## src/cflp_pkg.sv

```systemverilog
package cflp_pkg;

    localparam int RAM_BYTES_DEF = 64;
    localparam int CHANNELS_DEF  = 5;

    localparam int BYTE_W     = 8;
    localparam int OFFSET_W   = 6;
    localparam int LEN_W      = 6;
    localparam int CHAN_W     = 3;
    localparam int S_DATA_W   = 8;
    localparam int M_DATA_W   = 16;

    localparam int QUEUE_DEPTH = 2;

    localparam logic [BYTE_W-1:0] CMD_STOP  = 8'hFE;
    localparam logic [BYTE_W-1:0] CMD_RESET = 8'hFD;
    localparam logic [BYTE_W-1:0] CMD_NOP   = 8'hFF;
    localparam logic [BYTE_W-1:0] CMD_SKIP  = 8'h00;

    typedef enum logic [1:0] {
        PH_HEADER = 2'd0,
        PH_RX     = 2'd1,
        PH_DONE   = 2'd2
    } phase_t;

endpackage

```

## src/cflp_front.sv

```systemverilog
module cflp_front #(
    parameter int RAM_BYTES = cflp_pkg::RAM_BYTES_DEF,
    parameter int CHANNELS  = cflp_pkg::CHANNELS_DEF
) (
    input  logic                                         aclk,
    input  logic                                         aresetn,
    input  logic                                         take,
    input  logic [cflp_pkg::BYTE_W-1:0]                  in_byte,
    input  logic                                         in_last,
    output logic                                         rec_push,
    output logic [CHANNELS-1:0]                          rec_skip,
    output logic [CHANNELS-1:0]                          rec_rst,
    output logic [CHANNELS-1:0][cflp_pkg::OFFSET_W-1:0]  rec_ptr
);
    import cflp_pkg::*;

    localparam int POS_W  = $clog2(RAM_BYTES + 1);
    localparam int NEXT_W = $clog2(RAM_BYTES + 128);
    localparam int CNT_W  = $clog2(CHANNELS + 1);

    phase_t                              phase_reg, phase_next;
    logic [POS_W-1:0]                    pos_reg, pos_next;
    logic [POS_W-1:0]                    resume_reg, resume_next;
    logic [CNT_W-1:0]                    cnt_reg, cnt_next;
    logic [LEN_W-1:0]                    pend_reg, pend_next;
    logic [CHANNELS-1:0]                 skip_reg, skip_next;
    logic [CHANNELS-1:0]                 rst_reg, rst_next;
    logic [CHANNELS-1:0][OFFSET_W-1:0]   ptr_reg, ptr_next;

    logic              past_end;
    logic              cnt_full;
    logic              fail;
    logic [NEXT_W-1:0] frame_end;

    assign past_end  = (pos_reg >= POS_W'(RAM_BYTES));
    assign cnt_full  = (cnt_reg >= CNT_W'(CHANNELS));
    assign frame_end = NEXT_W'(pos_reg) + NEXT_W'(1) + NEXT_W'(pend_reg)
                     + NEXT_W'(in_byte[LEN_W-1:0]);
    assign rec_push  = take & in_last;

    always_ff @(posedge aclk) begin
        if (!aresetn) begin
            phase_reg  <= PH_HEADER;
            pos_reg    <= '0;
            resume_reg <= '0;
            cnt_reg    <= '0;
            pend_reg   <= '0;
            skip_reg   <= '1;
            rst_reg    <= '0;
        end else begin
            phase_reg  <= phase_next;
            pos_reg    <= pos_next;
            resume_reg <= resume_next;
            cnt_reg    <= cnt_next;
            pend_reg   <= pend_next;
            skip_reg   <= skip_next;
            rst_reg    <= rst_next;
        end
    end

    always_ff @(posedge aclk) begin
        ptr_reg <= ptr_next;
    end

    always_comb begin
        phase_next  = phase_reg;
        pos_next    = pos_reg;
        resume_next = resume_reg;
        cnt_next    = cnt_reg;
        pend_next   = pend_reg;
        skip_next   = skip_reg;
        rst_next    = rst_reg;
        ptr_next    = ptr_reg;
        fail        = 1'b0;

        if (take) begin
            case (phase_reg)
                PH_RX: begin
                    if (past_end || frame_end >= NEXT_W'(RAM_BYTES)) begin
                        fail = 1'b1;
                    end else begin
                        resume_next = POS_W'(frame_end);
                        phase_next  = cnt_full ? PH_DONE : PH_HEADER;
                    end
                end
                PH_HEADER: begin
                    if (!past_end && pos_reg == resume_reg) begin
                        if (cnt_full || in_byte == CMD_STOP) begin
                            phase_next = PH_DONE;
                        end else if (in_byte inside {CMD_NOP, CMD_RESET, CMD_SKIP}) begin
                            for (int i = 0; i < CHANNELS; i++) begin
                                if (cnt_reg == CNT_W'(i) && in_byte == CMD_RESET) begin
                                    rst_next[i] = 1'b1;
                                end
                            end
                            if (in_byte != CMD_NOP) begin
                                cnt_next = cnt_reg + CNT_W'(1);
                                if (cnt_reg == CNT_W'(CHANNELS - 1)) begin
                                    phase_next = PH_DONE;
                                end
                            end
                            resume_next = pos_reg + POS_W'(1);
                        end else begin
                            // record the frame start and wait for its RX byte
                            for (int i = 0; i < CHANNELS; i++) begin
                                if (cnt_reg == CNT_W'(i)) begin
                                    ptr_next[i]  = OFFSET_W'(pos_reg);
                                    skip_next[i] = 1'b0;
                                end
                            end
                            cnt_next   = cnt_reg + CNT_W'(1);
                            pend_next  = in_byte[LEN_W-1:0];
                            phase_next = PH_RX;
                        end
                    end
                end
                default: begin
                end
            endcase

            // drop the frame that overran: its channel goes back to skip
            if (fail) begin
                for (int i = 0; i < CHANNELS; i++) begin
                    if (cnt_reg == CNT_W'(i + 1)) begin
                        skip_next[i] = 1'b1;
                        rst_next[i]  = 1'b0;
                    end
                end
                phase_next = PH_DONE;
            end

            if (!past_end) begin
                pos_next = pos_reg + POS_W'(1);
            end
        end

        rec_skip = skip_next;
        rec_rst  = rst_next;
        rec_ptr  = ptr_next;

        // a header cut off by the last byte counts as an overrun
        if (rec_push && phase_next == PH_RX) begin
            for (int i = 0; i < CHANNELS; i++) begin
                if (cnt_next == CNT_W'(i + 1)) begin
                    rec_skip[i] = 1'b1;
                    rec_rst[i]  = 1'b0;
                end
            end
        end

        if (rec_push) begin
            phase_next  = PH_HEADER;
            pos_next    = '0;
            resume_next = '0;
            cnt_next    = '0;
            pend_next   = '0;
            skip_next   = '1;
            rst_next    = '0;
        end
    end

endmodule

```

## src/cflp_queue.sv

```systemverilog
module cflp_queue #(
    parameter int WIDTH = 8
) (
    input  logic             aclk,
    input  logic             aresetn,
    input  logic             wr_valid,
    output logic             wr_ready,
    input  logic [WIDTH-1:0] wr_data,
    output logic             rd_valid,
    input  logic             rd_ready,
    output logic [WIDTH-1:0] rd_data
);
    import cflp_pkg::*;

    localparam int PTR_W = (QUEUE_DEPTH > 1) ? $clog2(QUEUE_DEPTH) : 1;
    localparam int CNT_W = $clog2(QUEUE_DEPTH + 1);

    logic [WIDTH-1:0] mem [QUEUE_DEPTH];
    logic [PTR_W-1:0] wr_ptr_reg, wr_ptr_next;
    logic [PTR_W-1:0] rd_ptr_reg, rd_ptr_next;
    logic [CNT_W-1:0] count_reg, count_next;
    logic             do_wr, do_rd;

    assign wr_ready = (count_reg != CNT_W'(QUEUE_DEPTH));
    assign rd_valid = (count_reg != '0);
    assign rd_data  = mem[rd_ptr_reg];
    assign do_wr    = wr_valid & wr_ready;
    assign do_rd    = rd_valid & rd_ready;

    always_comb begin
        wr_ptr_next = wr_ptr_reg;
        rd_ptr_next = rd_ptr_reg;
        count_next  = count_reg;
        if (do_wr) begin
            wr_ptr_next = (wr_ptr_reg == PTR_W'(QUEUE_DEPTH - 1)) ? '0
                        : wr_ptr_reg + PTR_W'(1);
        end
        if (do_rd) begin
            rd_ptr_next = (rd_ptr_reg == PTR_W'(QUEUE_DEPTH - 1)) ? '0
                        : rd_ptr_reg + PTR_W'(1);
        end
        if (do_wr && !do_rd) begin
            count_next = count_reg + CNT_W'(1);
        end else if (do_rd && !do_wr) begin
            count_next = count_reg - CNT_W'(1);
        end
    end

    always_ff @(posedge aclk) begin
        if (!aresetn) begin
            wr_ptr_reg <= '0;
            rd_ptr_reg <= '0;
            count_reg  <= '0;
        end else begin
            wr_ptr_reg <= wr_ptr_next;
            rd_ptr_reg <= rd_ptr_next;
            count_reg  <= count_next;
        end
    end

    always_ff @(posedge aclk) begin
        if (do_wr) begin
            mem[wr_ptr_reg] <= wr_data;
        end
    end

endmodule

```

## src/cflp_back.sv

```systemverilog
module cflp_back #(
    parameter int CHANNELS = cflp_pkg::CHANNELS_DEF
) (
    input  logic                                         aclk,
    input  logic                                         aresetn,
    input  logic                                         rec_valid,
    output logic                                         rec_pop,
    input  logic [CHANNELS-1:0]                          rec_skip,
    input  logic [CHANNELS-1:0]                          rec_rst,
    input  logic [CHANNELS-1:0][cflp_pkg::OFFSET_W-1:0]  rec_ptr,
    output logic                                         m_tvalid,
    input  logic                                         m_tready,
    output logic [cflp_pkg::M_DATA_W-1:0]                m_tdata,
    output logic                                         m_tlast
);
    import cflp_pkg::*;

    localparam int IDX_W = (CHANNELS > 1) ? $clog2(CHANNELS) : 1;

    logic                              busy_reg, busy_next;
    logic [IDX_W-1:0]                  idx_reg, idx_next;
    logic [CHANNELS-1:0]               skip_reg, skip_next;
    logic [CHANNELS-1:0]               rst_reg, rst_next;
    logic [CHANNELS-1:0][OFFSET_W-1:0] ptr_reg, ptr_next;

    logic                valid_reg, valid_next;
    logic                last_reg, last_next;
    logic [CHAN_W-1:0]   chan_reg, chan_next;
    logic [OFFSET_W-1:0] off_reg, off_next;
    logic                oskip_reg, oskip_next;
    logic                orst_reg, orst_next;

    logic slot_free, emit, finishing, cur_skip;

    assign slot_free = ~valid_reg | m_tready;
    assign emit      = busy_reg & slot_free;
    assign finishing = emit & (idx_reg == IDX_W'(CHANNELS - 1));
    assign rec_pop   = rec_valid & (~busy_reg | finishing);
    assign cur_skip  = skip_reg[idx_reg];

    always_comb begin
        busy_next  = busy_reg;
        idx_next   = idx_reg;
        skip_next  = skip_reg;
        rst_next   = rst_reg;
        ptr_next   = ptr_reg;
        valid_next = valid_reg & ~m_tready;
        last_next  = last_reg;
        chan_next  = chan_reg;
        off_next   = off_reg;
        oskip_next = oskip_reg;
        orst_next  = orst_reg;

        if (emit) begin
            valid_next = 1'b1;
            last_next  = finishing;
            chan_next  = CHAN_W'(idx_reg);
            off_next   = cur_skip ? '0 : ptr_reg[idx_reg];
            oskip_next = cur_skip;
            orst_next  = rst_reg[idx_reg];
            idx_next   = idx_reg + IDX_W'(1);
            if (finishing) begin
                busy_next = 1'b0;
            end
        end

        // load the next list as soon as the current one is out
        if (rec_pop) begin
            busy_next = 1'b1;
            idx_next  = '0;
            skip_next = rec_skip;
            rst_next  = rec_rst;
            ptr_next  = rec_ptr;
        end
    end

    always_ff @(posedge aclk) begin
        if (!aresetn) begin
            busy_reg  <= 1'b0;
            idx_reg   <= '0;
            valid_reg <= 1'b0;
        end else begin
            busy_reg  <= busy_next;
            idx_reg   <= idx_next;
            valid_reg <= valid_next;
        end
    end

    always_ff @(posedge aclk) begin
        skip_reg  <= skip_next;
        rst_reg   <= rst_next;
        ptr_reg   <= ptr_next;
        last_reg  <= last_next;
        chan_reg  <= chan_next;
        off_reg   <= off_next;
        oskip_reg <= oskip_next;
        orst_reg  <= orst_next;
    end

    assign m_tvalid = valid_reg;
    assign m_tlast  = last_reg;
    assign m_tdata  = {{(M_DATA_W - CHAN_W - OFFSET_W - 2){1'b0}},
                       orst_reg, oskip_reg, off_reg, chan_reg};

endmodule

```

## src/command_frame_list_parser_core.sv

```systemverilog
// Command frame list parser.
// The slave stream carries the command RAM one byte per beat, offset 0 first:
// s_tdata[7:0] is the byte and s_tlast marks the final byte of the RAM image.
// A byte is taken on every cycle that s_tvalid and s_tready are both high, so
// input runs at one beat per clock while s_tready stays high.
// After the tlast beat the master stream delivers one beat per channel
// (CHANNELS beats, channel 0 first), m_tlast on the last of them. The list is
// registered in the queue, then in the sequencer and its output register; the
// beats follow one per cycle while m_tready stays high.
// Finished lists wait in a two-entry queue between the parser and the result
// sequencer, so the parser keeps taking bytes while results drain. A list
// emits CHANNELS beats, so when lists are shorter than CHANNELS bytes or the
// master stalls, the queue fills and s_tready drops until a list drains.
// Reset (aresetn low, synchronous) empties the queue, drops any pending
// results and rearms the parser at offset 0 with all channels skipped.
module command_frame_list_parser_core #(
    parameter int RAM_BYTES = cflp_pkg::RAM_BYTES_DEF,
    parameter int CHANNELS  = cflp_pkg::CHANNELS_DEF
) (
    input  logic                            aclk,
    input  logic                            aresetn,
    input  logic                            s_tvalid,
    output logic                            s_tready,
    input  logic [cflp_pkg::S_DATA_W-1:0]   s_tdata,   // [7:0] ram_byte
    input  logic                            s_tlast,   // last_byte
    output logic                            m_tvalid,
    input  logic                            m_tready,
    // [2:0] channel, [8:3] frame_offset, [9] skip_flag, [10] reset_request
    output logic [cflp_pkg::M_DATA_W-1:0]   m_tdata,
    output logic                            m_tlast    // last_result
);
    import cflp_pkg::*;

    localparam int REC_W = CHANNELS * (OFFSET_W + 2);

    logic                              take;
    logic                              push;
    logic                              q_ready;
    logic [CHANNELS-1:0]               f_skip, f_rst;
    logic [CHANNELS-1:0][OFFSET_W-1:0] f_ptr;
    logic [REC_W-1:0]                  q_in, q_out;
    logic                              q_valid, q_pop;
    logic [CHANNELS-1:0]               b_skip, b_rst;
    logic [CHANNELS-1:0][OFFSET_W-1:0] b_ptr;

    assign s_tready = q_ready;
    assign take     = s_tvalid & q_ready;

    cflp_front #(
        .RAM_BYTES (RAM_BYTES),
        .CHANNELS  (CHANNELS)
    ) u_front (
        .aclk     (aclk),
        .aresetn  (aresetn),
        .take     (take),
        .in_byte  (s_tdata[BYTE_W-1:0]),
        .in_last  (s_tlast),
        .rec_push (push),
        .rec_skip (f_skip),
        .rec_rst  (f_rst),
        .rec_ptr  (f_ptr)
    );

    assign q_in = {f_ptr, f_rst, f_skip};

    cflp_queue #(
        .WIDTH (REC_W)
    ) u_queue (
        .aclk     (aclk),
        .aresetn  (aresetn),
        .wr_valid (push),
        .wr_ready (q_ready),
        .wr_data  (q_in),
        .rd_valid (q_valid),
        .rd_ready (q_pop),
        .rd_data  (q_out)
    );

    assign {b_ptr, b_rst, b_skip} = q_out;

    cflp_back #(
        .CHANNELS (CHANNELS)
    ) u_back (
        .aclk      (aclk),
        .aresetn   (aresetn),
        .rec_valid (q_valid),
        .rec_pop   (q_pop),
        .rec_skip  (b_skip),
        .rec_rst   (b_rst),
        .rec_ptr   (b_ptr),
        .m_tvalid  (m_tvalid),
        .m_tready  (m_tready),
        .m_tdata   (m_tdata),
        .m_tlast   (m_tlast)
    );

endmodule
```

## config.mk

```make
export PLATFORM = sky130hd
export DESIGN_NAME = command_frame_list_parser_core
export DESIGN_NICKNAME = d
export VERILOG_FILES = /design/src/cflp_pkg.sv /design/src/cflp_front.sv /design/src/cflp_queue.sv /design/src/cflp_back.sv /design/src/command_frame_list_parser_core.sv
export SDC_FILE = /design/constraint.sdc
export NUM_CORES = 1
export LEC_CHECK = 0
export BUFFER_PORTS_ARGS = -buffer_cell sky130_fd_sc_hd__clkbuf_2
export CORE_MARGIN = 2
export CORE_UTILIZATION = 45
export CTS_CLUSTER_SIZE = 25
export DETAILED_ROUTE_END_ITERATION = 7
export PLACE_DENSITY_LB_ADDON = 0.2
export SKIP_LAST_GASP = 1
export SYNTH_ARGS = -nofsm -noshare
export SYNTH_HDL_FRONTEND = slang
export SYNTH_SLANG_ARGS = --single-unit
```

## constraint.sdc

```tcl
create_clock -name aclk -period 4.97 [get_ports aclk]
set_clock_uncertainty 0.05 [all_clocks]
set_input_delay 0.2485 -clock aclk [delete_from_list [all_inputs] [get_ports aclk]]
set_output_delay 0.2485 -clock aclk [all_outputs]
set_load 0.02 [all_outputs]
```

; Word-level counts from Yosys, hierarchy flattened
; Memory sizes are Yosys's and may differ from the RTL's. A register that Yosys moved wholly into a read port is not among the register bits.
; Index checks and enable logic that the tools add are counted.
[totals]
reg_bits = 86
latchBits = 0
ramBits = 80
rom_bits = 0
word_cells = 201
mem_count = 1
[classes]
addsub = 10
n_mul = 0
div_mod_pow = 0
magnitude_cmp = 4
eq_ne = 23
shifts = 0
muxes = 94
n_bitwise = 17
reduce_logical = 29
[memory_table]
columns = memory, depth, word_bits, rd, rd_ports_with_merged_regs, write_ports, line
row1 = u_queue.mem, 2, 40, 1, 1, 1, cflp_queue.sv:18  ; logic [WIDTH-1:0] mem [QUEUE_DEPTH];
[op_table]
columns = operator, n
row1 = 30-bit 2-to-1 mux, 5
row2 = 5-bit 2-to-1 mux, 14
row3 = 1-bit 2-to-1 mux, 43
row4 = 6-bit 2-to-1 mux, 6
row5 = 7-bit 2-to-1 mux, 4
row6 = 8-bit == test (second input constant), 3
row7 = 2-bit 2-to-1 mux, 11
row8 = 6-bit binary-select mux with 3-bit select, 1
row9 = 3-bit 2-to-1 mux, 6
row10 = 8-bit by 6-bit adder with 8-bit output, 2
row11 = 3-bit == test (second input constant), 5
row12 = 7-bit one-hot mux with 2 select lines, 1
row13 = 3-bit by 2-bit == test with 1-bit output (second input constant), 4
row14 = 2-bit nonzero test, 5
row15 = 1-bit logical AND, 9
row16 = 7-bit by 1-bit adder with 8-bit output (second input constant), 1
row17 = 1-bit AND, 8
row18 = 8-bit by 7-bit greater-or-equal comparator with 1-bit output (second input constant), 1
row19 = 8-bit zero test, 1
row20 = 8-bit != test (second input constant), 1
row21 = 7-bit by 1-bit adder with 7-bit output (second input constant), 1
row22 = 7-bit == test, 1
row23 = 7-bit greater-or-equal comparator (second input constant), 1
row24 = 1-bit inverter, 7
row25 = 22 further kinds, 36

; Depth between registers and ports, before layout
; Gate-level depths: netlist of the first run.
[logic_depth]
word_depth = 13
ltp_mapped = 13
ltp_nobuf = 11

; Modules after synthesis
; From an unflattened synthesis of the first run, not the netlist that was laid out.
[hier_totals]
hier_cells = 635
hier_area_um2 = 8871.0
[by_module_without_submodules]
columns = module, instances, cells_each, area_per_inst_um2
row1 = cflp_front, 1, 347, 3460.8
row2 = cflp_queue, 1, 148, 3115.5
row3 = cflp_back, 1, 139, 2288.4
row4 = command_frame_list_parser_core, 1, 1, 6.3

; Worst setup path before layout of the first run
; No wires, ideal clock.
[synth_path]
path_type = register to register
from = reg u_queue.count_reg[0]
to = mem u_queue.mem[0][0] (netlist bit) (enable)
setup_ns = 0.439
t_arrival_ns = 2.714
slack_ns = 1.767
stages_incl_launch_ff = 5
path_buffers = 0
period_less_slack_ns = 3.203
cell_sequence = dfxtp_1 -> nand2b_2 -> and2_1 -> nand2_1 -> nor2_1
[synth_between]
elab_chain_cells = 6
[synth_lines]
columns = element, line
row1 = start: declaration, cflp_queue.sv:21  ; logic [CNT_W-1:0] count_reg, count_next;
row2 = start signal: assignment, cflp_queue.sv:57  ; count_reg <= count_next;
row3 = 2-bit != test (*), cflp_queue.sv:24  ; assign wr_ready = (count_reg != CNT_W'(QUEUE_DEPTH));
row4 = named net s_tready, command_frame_list_parser_core.sv:23  ; output logic s_tready,
row5 = 1-bit AND, command_frame_list_parser_core.sv:47  ; assign take = s_tvalid & q_ready;
row6 = 1-bit AND, cflp_front.sv:39  ; assign rec_push = take & in_last;
row7 = 1-bit AND (*), cflp_queue.sv:27  ; assign do_wr = wr_valid & wr_ready;
row8 = 1-bit 2-to-1 mux (*), cflp_queue.sv:62  ; if (do_wr) begin
row9 = 1-bit 2-to-1 mux (not written as such) (*), cflp_queue.sv:63  ; mem[wr_ptr_reg] <= wr_data;
row10 = end: declaration, cflp_queue.sv:18
; The timed path passes the listed nets; every way through them passes the cells marked *.

; Final worst setup path of the first run
[layout_path]
from = reg u_front.pos_reg[3]
to = reg u_front.resume_reg[0]
[layout_between]
elab_chain_cells = 7
word_cells_on_any_way = 12
classes_between = add/sub (3) / order compare (2) / eq/ne (3) / reduce/logical (4)
[layout_lines]
columns = element, line
row1 = start: declaration, cflp_front.sv:22  ; logic [POS_W-1:0] pos_reg, pos_next;
row2 = start signal: assignment, cflp_front.sv:52  ; pos_reg <= pos_next;
row3 = 7-bit by 1-bit adder with 8-bit output, cflp_front.sv:37  ; assign frame_end = NEXT_W'(pos_reg) + NEXT_W'(1) + NEXT_W'(pend_reg)
row4 = 8-bit by 6-bit adder with 8-bit output, cflp_front.sv:37
row5 = 8-bit by 6-bit adder with 8-bit output, cflp_front.sv:38  ; + NEXT_W'(in_byte[LEN_W-1:0]);
row6 = 8-bit by 7-bit greater-or-equal comparator with 1-bit output, cflp_front.sv:79  ; if (past_end || frame_end >= NEXT_W'(RAM_BYTES)) begin
row7 = 1-bit logical OR, cflp_front.sv:79
row8 = 2-bit != test (no source line), n/a
row9 = 6-bit AND reduction (no source line) (*), n/a
row10 = end signal: assignment, cflp_front.sv:53  ; resume_reg <= resume_next;
row11 = end: declaration, cflp_front.sv:23  ; logic [POS_W-1:0] resume_reg, resume_next;
; Mark *: on every way between the ends. The rest lies on a longest branch, timed or not.
; A chain may end at the register's enable or synchronous reset.

==> results of run 1 <==
## worst max-delay path, stage by stage, from the launching register on
cell	delay, ns
dfxtp_1	0.73
fa_1	0.53
ha_1	0.34
o21ai_0	0.15
o21ai_0	0.30
o2111ai_1	0.30
a32oi_2	0.61
mux2i_1	0.25
nor2_1	0.05
## cells by family (layout without fill, tap and decap cells)
logic type / after synthesis / count (layout) / share of synthesized area
DFF: 206 / 206 / 0.617
and+or+nand+nor: 164 / 164 / 0.0990
AOI/OAI and AO/OA: 95 / 95 / 0.0734
muxes: 83 / 83 / 0.113
buffers and inverters: 50 / 89 / 0.0300
adders and majority gates: 24 / 24 / 0.0391
xor gates and xnor gates: 24 / 24 / 0.0280
other: 1 / 5 / 0.000425
## Yosys cell counts (all sizes together) (4+ instances only)
cell type,number,area [um2]
a211oi,4,30.0
a21bo,6,60.1
a21oi,27,139
a31oi,4,25.0
a32oi,5,51.3
and2,7,45.1
and3,4,25.0
buf,26,175
clkbuf,10,37.5
dfxtp,74,1480
edfxtp,132,3960
fa,6,120
ha,18,225
inv,14,52.6
mux2,67,754
mux2i,10,113
mux4,6,135
nand2,51,191
nand2b,8,52.6
nand3,27,178
nor2,39,146
nor2b,5,31.3
nor3,6,41.3
o21a,4,30.0
o21ai,20,100
o31ai,5,37.5
xnor2,15,169
xor2,9,78.8
## metal layers
metal  vias up  share of wire  GRT usage
li1       2419              -          -
met1      2499           0.45      0.220
met2       100           0.49      0.293
met3        25          0.040     0.0262
met4         0          0.021     0.0578
met5         -              0          0
## through the flow
step / power, mW / std cells / utilization / setup slack [ns]
2_1_floorplan: 3.25 / 651 / - / 1.77
3_3_place_gp: 3.53 / 912 / 0.474 / 1.64
3_5_place_dp: 3.57 / 912 / 0.474 / 1.57
4_1_cts: 5.31 / 955 / 0.515 / 1.55
5_1_grt: 5.51 / 955 / 0.515 / 1.34
6_report: 5.26 / 955 / 0.515 / 1.49
## layout make-up
| cell class | count | area, um2 |
|---|---|---|
| Inverter | 14 | 52.6 |
| Clock inverter | 11 | 160 |
| Tap cell | 265 | 332 |
| Sequential cell | 206 | 5450 |
| Clock buffer | 29 | 618 |
| Fill cell | 1621 | 9370 |
| Timing Repair Buffer | 35 | 205 |
| Multi-Input combinational cell | 395 | 3150 |
## power by group through the flow
stage	clock network (mW)	registers (mW)	logic [mW]
2_1_floorplan	0	2.33	0.916
3_3_place_gp	0	2.37	1.16
3_5_place_dp	0	2.38	1.19
4_1_cts	1.76	2.35	1.20
5_1_grt	1.83	2.37	1.31
6_report	1.73	2.34	1.18
## path summary, 6_finish.rpt
| path | startpoint | endpoint | cells past startpoint |
|---|---|---|---|
| max | u_front.pos_reg[3] | u_front.resume_reg[0] | 8 |
| min | s_tdata[2] | u_front.pend_reg[2] | 3 |
| max reg2reg | u_front.pos_reg[3] | u_front.resume_reg[0] | 8 |
| min reg2reg | u_front.skip_reg[3] | u_front.skip_reg[3] | 2 |
==> flow_summary.yaml, run 1 <==
floorplan:
  die_area_mm2: 0.0208
  num_rows: 51
  start_util: 0.457
  die_w_um: 144
  boundaryPins: 32
  die_height_um: 144
  core_region_area_mm2: 0.0193
synth:
  ys_seq_area_frac: 0.617
  synth-edff-count: 132
  avgSynthCellArea_um2: 13.7
  netlist_area_mm2: 0.00883
  async_flop_share: 0
  ys_warn_count: 0
  yosysUniqueCellTypes: 68
  synth_ff_type: "edfxtp_1"
  synthCells: 647
  synth_seq_cells: 206
power:
  pwr-share-clk: 0.329
  internal_power_mw: 3.73
  swShare: 0.290
  ir_worst_vdd_uv: 255
  p_comb_frac: 0.225
  pwr-share-seq: 0.446
  pwr_density_cell_mw_per_mm2: 527
  p_leak_nw: 3.58
  switchingPower_mw: 1.52
worst_setup_path:
  critPathKind: "reg2reg"
  cp_max_fo: 11
  crit_path_start_kind: "register"
  end_kind: "register"
  required_ns: 5.26
  ff2ff_setup_slack_ns: 1.49
  crit_arrival_ns: 3.77
sta:
  max-slew-margin-rel: 0.135
  post-route-min-period_ns: 3.48
  worst_slew_pin_slew_ns: 1.29
  clock.fmax_mhz: 288
  holdWs_ns: 0.0214
  finalSetupViolations: 0
  finalSetupTns_ns: 0
  slew_violations: 0
  fin_crit_sh: 0.699
  rsz0062_at_grt: "no"
  final_hold_viol_count: 0
clock_network:
  hold_buffers: 3
  cts_resized: 0
  h-tree-depth: 1
  cts.path.max_buffers: 3
  cts_tree: "built"
  clkTransAtPathRegs_ns: 0.06
  numCtsBuffers: 22
  cts_setup_buffers: 0
  clk_latency_ns: 0.50
  clock-root-buffer: "clkbuf_16"
  cts.sinks: 206
grt:
  grt_start_max_net_pins: 42
  grt_pass1_wl_mm: 27.1
  grt.total_usage: 0.170
  first_global_vias: 5054
  grt_overflow: 0
  antenna_found_initial: 0
flow_run:
  max_cap_violations: 0
drt:
  vias: 5043
  routedWlPerCell_um: 17.9
  final_antenna_net_count: 0
  drtIter0Drc: 305
  drc: 0
  dr.pass1.iters: 5
  wirelength_mm: 17.1
  viasPerCell: 5.28
finish:
  layout.nets: 711
  final_common_cell: "edfxtp_1"
  stdcell_area_mm2: 0.00997
  largest_reg_flops: 80
  area_growth_pct: 12.8
  layout_common_cells: "132 x edfxtp_1, 73 x dfxtp_1, 67 x mux2_2"
  drive_gt1_frac: 0.254
  antenna_cells: 0
placed_design:
  postPlaceCellArea_mm2: 0.00916
  gp_congestion: 0.889
  place_hpwl_mm: 11.3
  io_buffers: 26
outcome:
  status: "complete, no violations"
hold_path:
  hp-class: "in2reg"
Power figures use the tool's default switching activity.
==> inputs of run 2 (changes only) <==
==> constraint.sdc (replaced) <==
create_clock -name aclk -period 2.9 [get_ports aclk]
set_clock_uncertainty 0.05 [all_clocks]
set_input_delay 0.145 -clock aclk [delete_from_list [all_inputs] [get_ports aclk]]
set_output_delay 0.145 -clock aclk [all_outputs]
set_load 0.02 [all_outputs]
==> flow_summary.yaml, run 2 (synthesis gave the netlist of run 1 again) <==
worst_setup_path:
  required_ns: 3.09
  end_kind: "register"
  crit_path_frequent_cell: "fa_2"
  crit_path_start_kind: "input pin"
  cp_max_fo: 5
  critPathKind: "in2reg"
  ff2ff_setup_slack_ns: -0.01
  slowest_delay_ns: 0.54
  crit_slowest_cell: "dlygate4sd3_1"
  crit_arrival_ns: 3.11
  worstPathCellList: "dlygate4sd3_1 -> clkbuf_2 -> fa_2 -> fa_2 -> a21o_1 -> a22o_4 -> mux2i_4 -> nand2_4 -> a32oi_2 -> a21bo_2"
placed_design:
  io_buffers: 26
  dp_cells: 945
  gp_congestion: 0.902
  postPlaceCellArea_mm2: 0.00946
  place_hpwl_mm: 11.8
  place_ws_ns: -0.0406
floorplan:
  die_height_um: 144
  start_util: 0.457
  num_rows: 51
  core_region_area_mm2: 0.0193
  die_area_mm2: 0.0208
  boundaryPins: 32
  die_w_um: 144
finish:
  stdcell_area_mm2: 0.0105
  largest_reg_flops: 80
  area_growth_pct: 18.6
  final_common_cell: "edfxtp_1"
  antenna_cells: 0
  layout.nets: 757
  layout_common_cells: "132 x edfxtp_1, 70 x dfxtp_1, 67 x mux2_2"
  fin_cells: 1001
  drive_gt1_frac: 0.318
sta:
  clock.fmax_mhz: 343
  rsz0062_at_grt: "yes"
  holdWs_ns: 0.0598
  slew_violations: 0
  fin_crit_sh: 1.00
  post-route-min-period_ns: 2.91
  max-slew-margin-rel: 0.460
  worst_slew_pin_slew_ns: 0.807
  fin_ws_ns: -0.0132
  finalSetupTns_ns: -0.0264
  final_hold_viol_count: 0
  finalSetupViolations: 2
hold_path:
  hp-class: "in2reg"
clock_network:
  cts.path.max_buffers: 3
  clkTransAtPathRegs_ns: 0.06
  numCtsBuffers: 22
  clock-root-buffer: "clkbuf_16"
  clk_latency_ns: 0.50
  cts.sinks: 206
  cts_tree: "built"
  h-tree-depth: 1
outcome:
  status: "finished with violations"
  violations: "setup timing"
power:
  ir_worst_vdd_uv: 417
  p_leak_nw: 3.83
  pwr_density_cell_mw_per_mm2: 886
drt:
  vias: 5213
  drtIter0Drc: 279
  final_antenna_net_count: 0
  wirelength_mm: 17.7
  dr.pass1.iters: 5
  routedWlPerCell_um: 17.7
  viasPerCell: 5.21
  drc: 0
grt:
  antenna_found_initial: 0
  grt.total_usage: 0.174
  first_global_vias: 5430
  grt_overflow: 0
  grt_pass1_wl_mm: 27.9
  grt_start_max_net_pins: 41
flow_run:
  max_cap_violations: 0
-- run 2: changes by cell type in the layout (fill, tap and decap cells not counted), moves of 4 or more --
cell / change
buf_4: +34
dlygate4sd3_1: +6
a21oi_1: -4
a21oi_2: +4
buf_12: +4
-- run 2: area by class of cell --
| cell class | count | area [um2] |
|---|---|---|
| Timing Repair Buffer | 81 | 617 |
| Tap cell | 265 | 332 |
| Fill cell | 1582 | 8860 |
| Clock buffer | 30 | 622 |
| Clock inverter | 10 | 165 |
| Sequential cell | 206 | 5450 |
| Inverter | 14 | 52.6 |
| Multi-Input combinational cell | 395 | 3230 |
-- run 2: routing by layer --
layer  global-route usage  up-vias  routed length (um)  part of all wire
met5                    0        -                   0                 0
met4               0.0707        0                 533             0.030
met3               0.0265       40                 662             0.037
met2                0.298      129                8620              0.49
met1                0.222     2538                7860              0.44
li1                     -     2506                   -                 -
-- run 2: where the power goes --
group | total, mW | internal, mW | switching [mW]
clock network | 2.97 | 1.87 | 1.11
registers | 3.92 | 3.74 | 0.180
logic | 2.38 | 0.991 | 1.39
-- run 2: per-stage QoR --
stage / utilization / total power, mW
after floorplan: - / 5.56
after global placement: 0.489 / 6.25
after detailed placement: 0.489 / 6.31
after CTS: 0.536 / 9.33
after global routing: 0.542 / 9.73
final: 0.542 / 9.28
-- run 2: final timing paths --
path / from / to / cells after the start
worst max register to register: u_front.pend_reg[1] / u_queue.mem[0][3] / 8
worst min register to register: u_front.skip_reg[1] / u_front.skip_reg[1] / 2
worst min-delay path: s_tvalid / u_front.phase_reg[1] / 4
worst max-delay path: s_tdata[1] / u_queue.mem[0][3] / 10
-- run 2: worst max-delay path, delay by kind of cell --
kind / cells / cell delay, ns
AO/OA/AOI/OAI: 4 / 0.99
adder cells (fa/ha/maj): 2 / 0.91
buffers and inverters: 2 / 0.67
multiplexers: 1 / 0.26
AND/OR/NAND/NOR: 1 / 0.12
-- run 2: timing repair --
item	CTS	global route
gates resized for setup	5	14
hold buffers	9	0
setup endpoints to repair	12	28
endpoints found under the hold margin	12	0
gates cloned	0	1
pin swaps	3	8
setup buffers	1	5
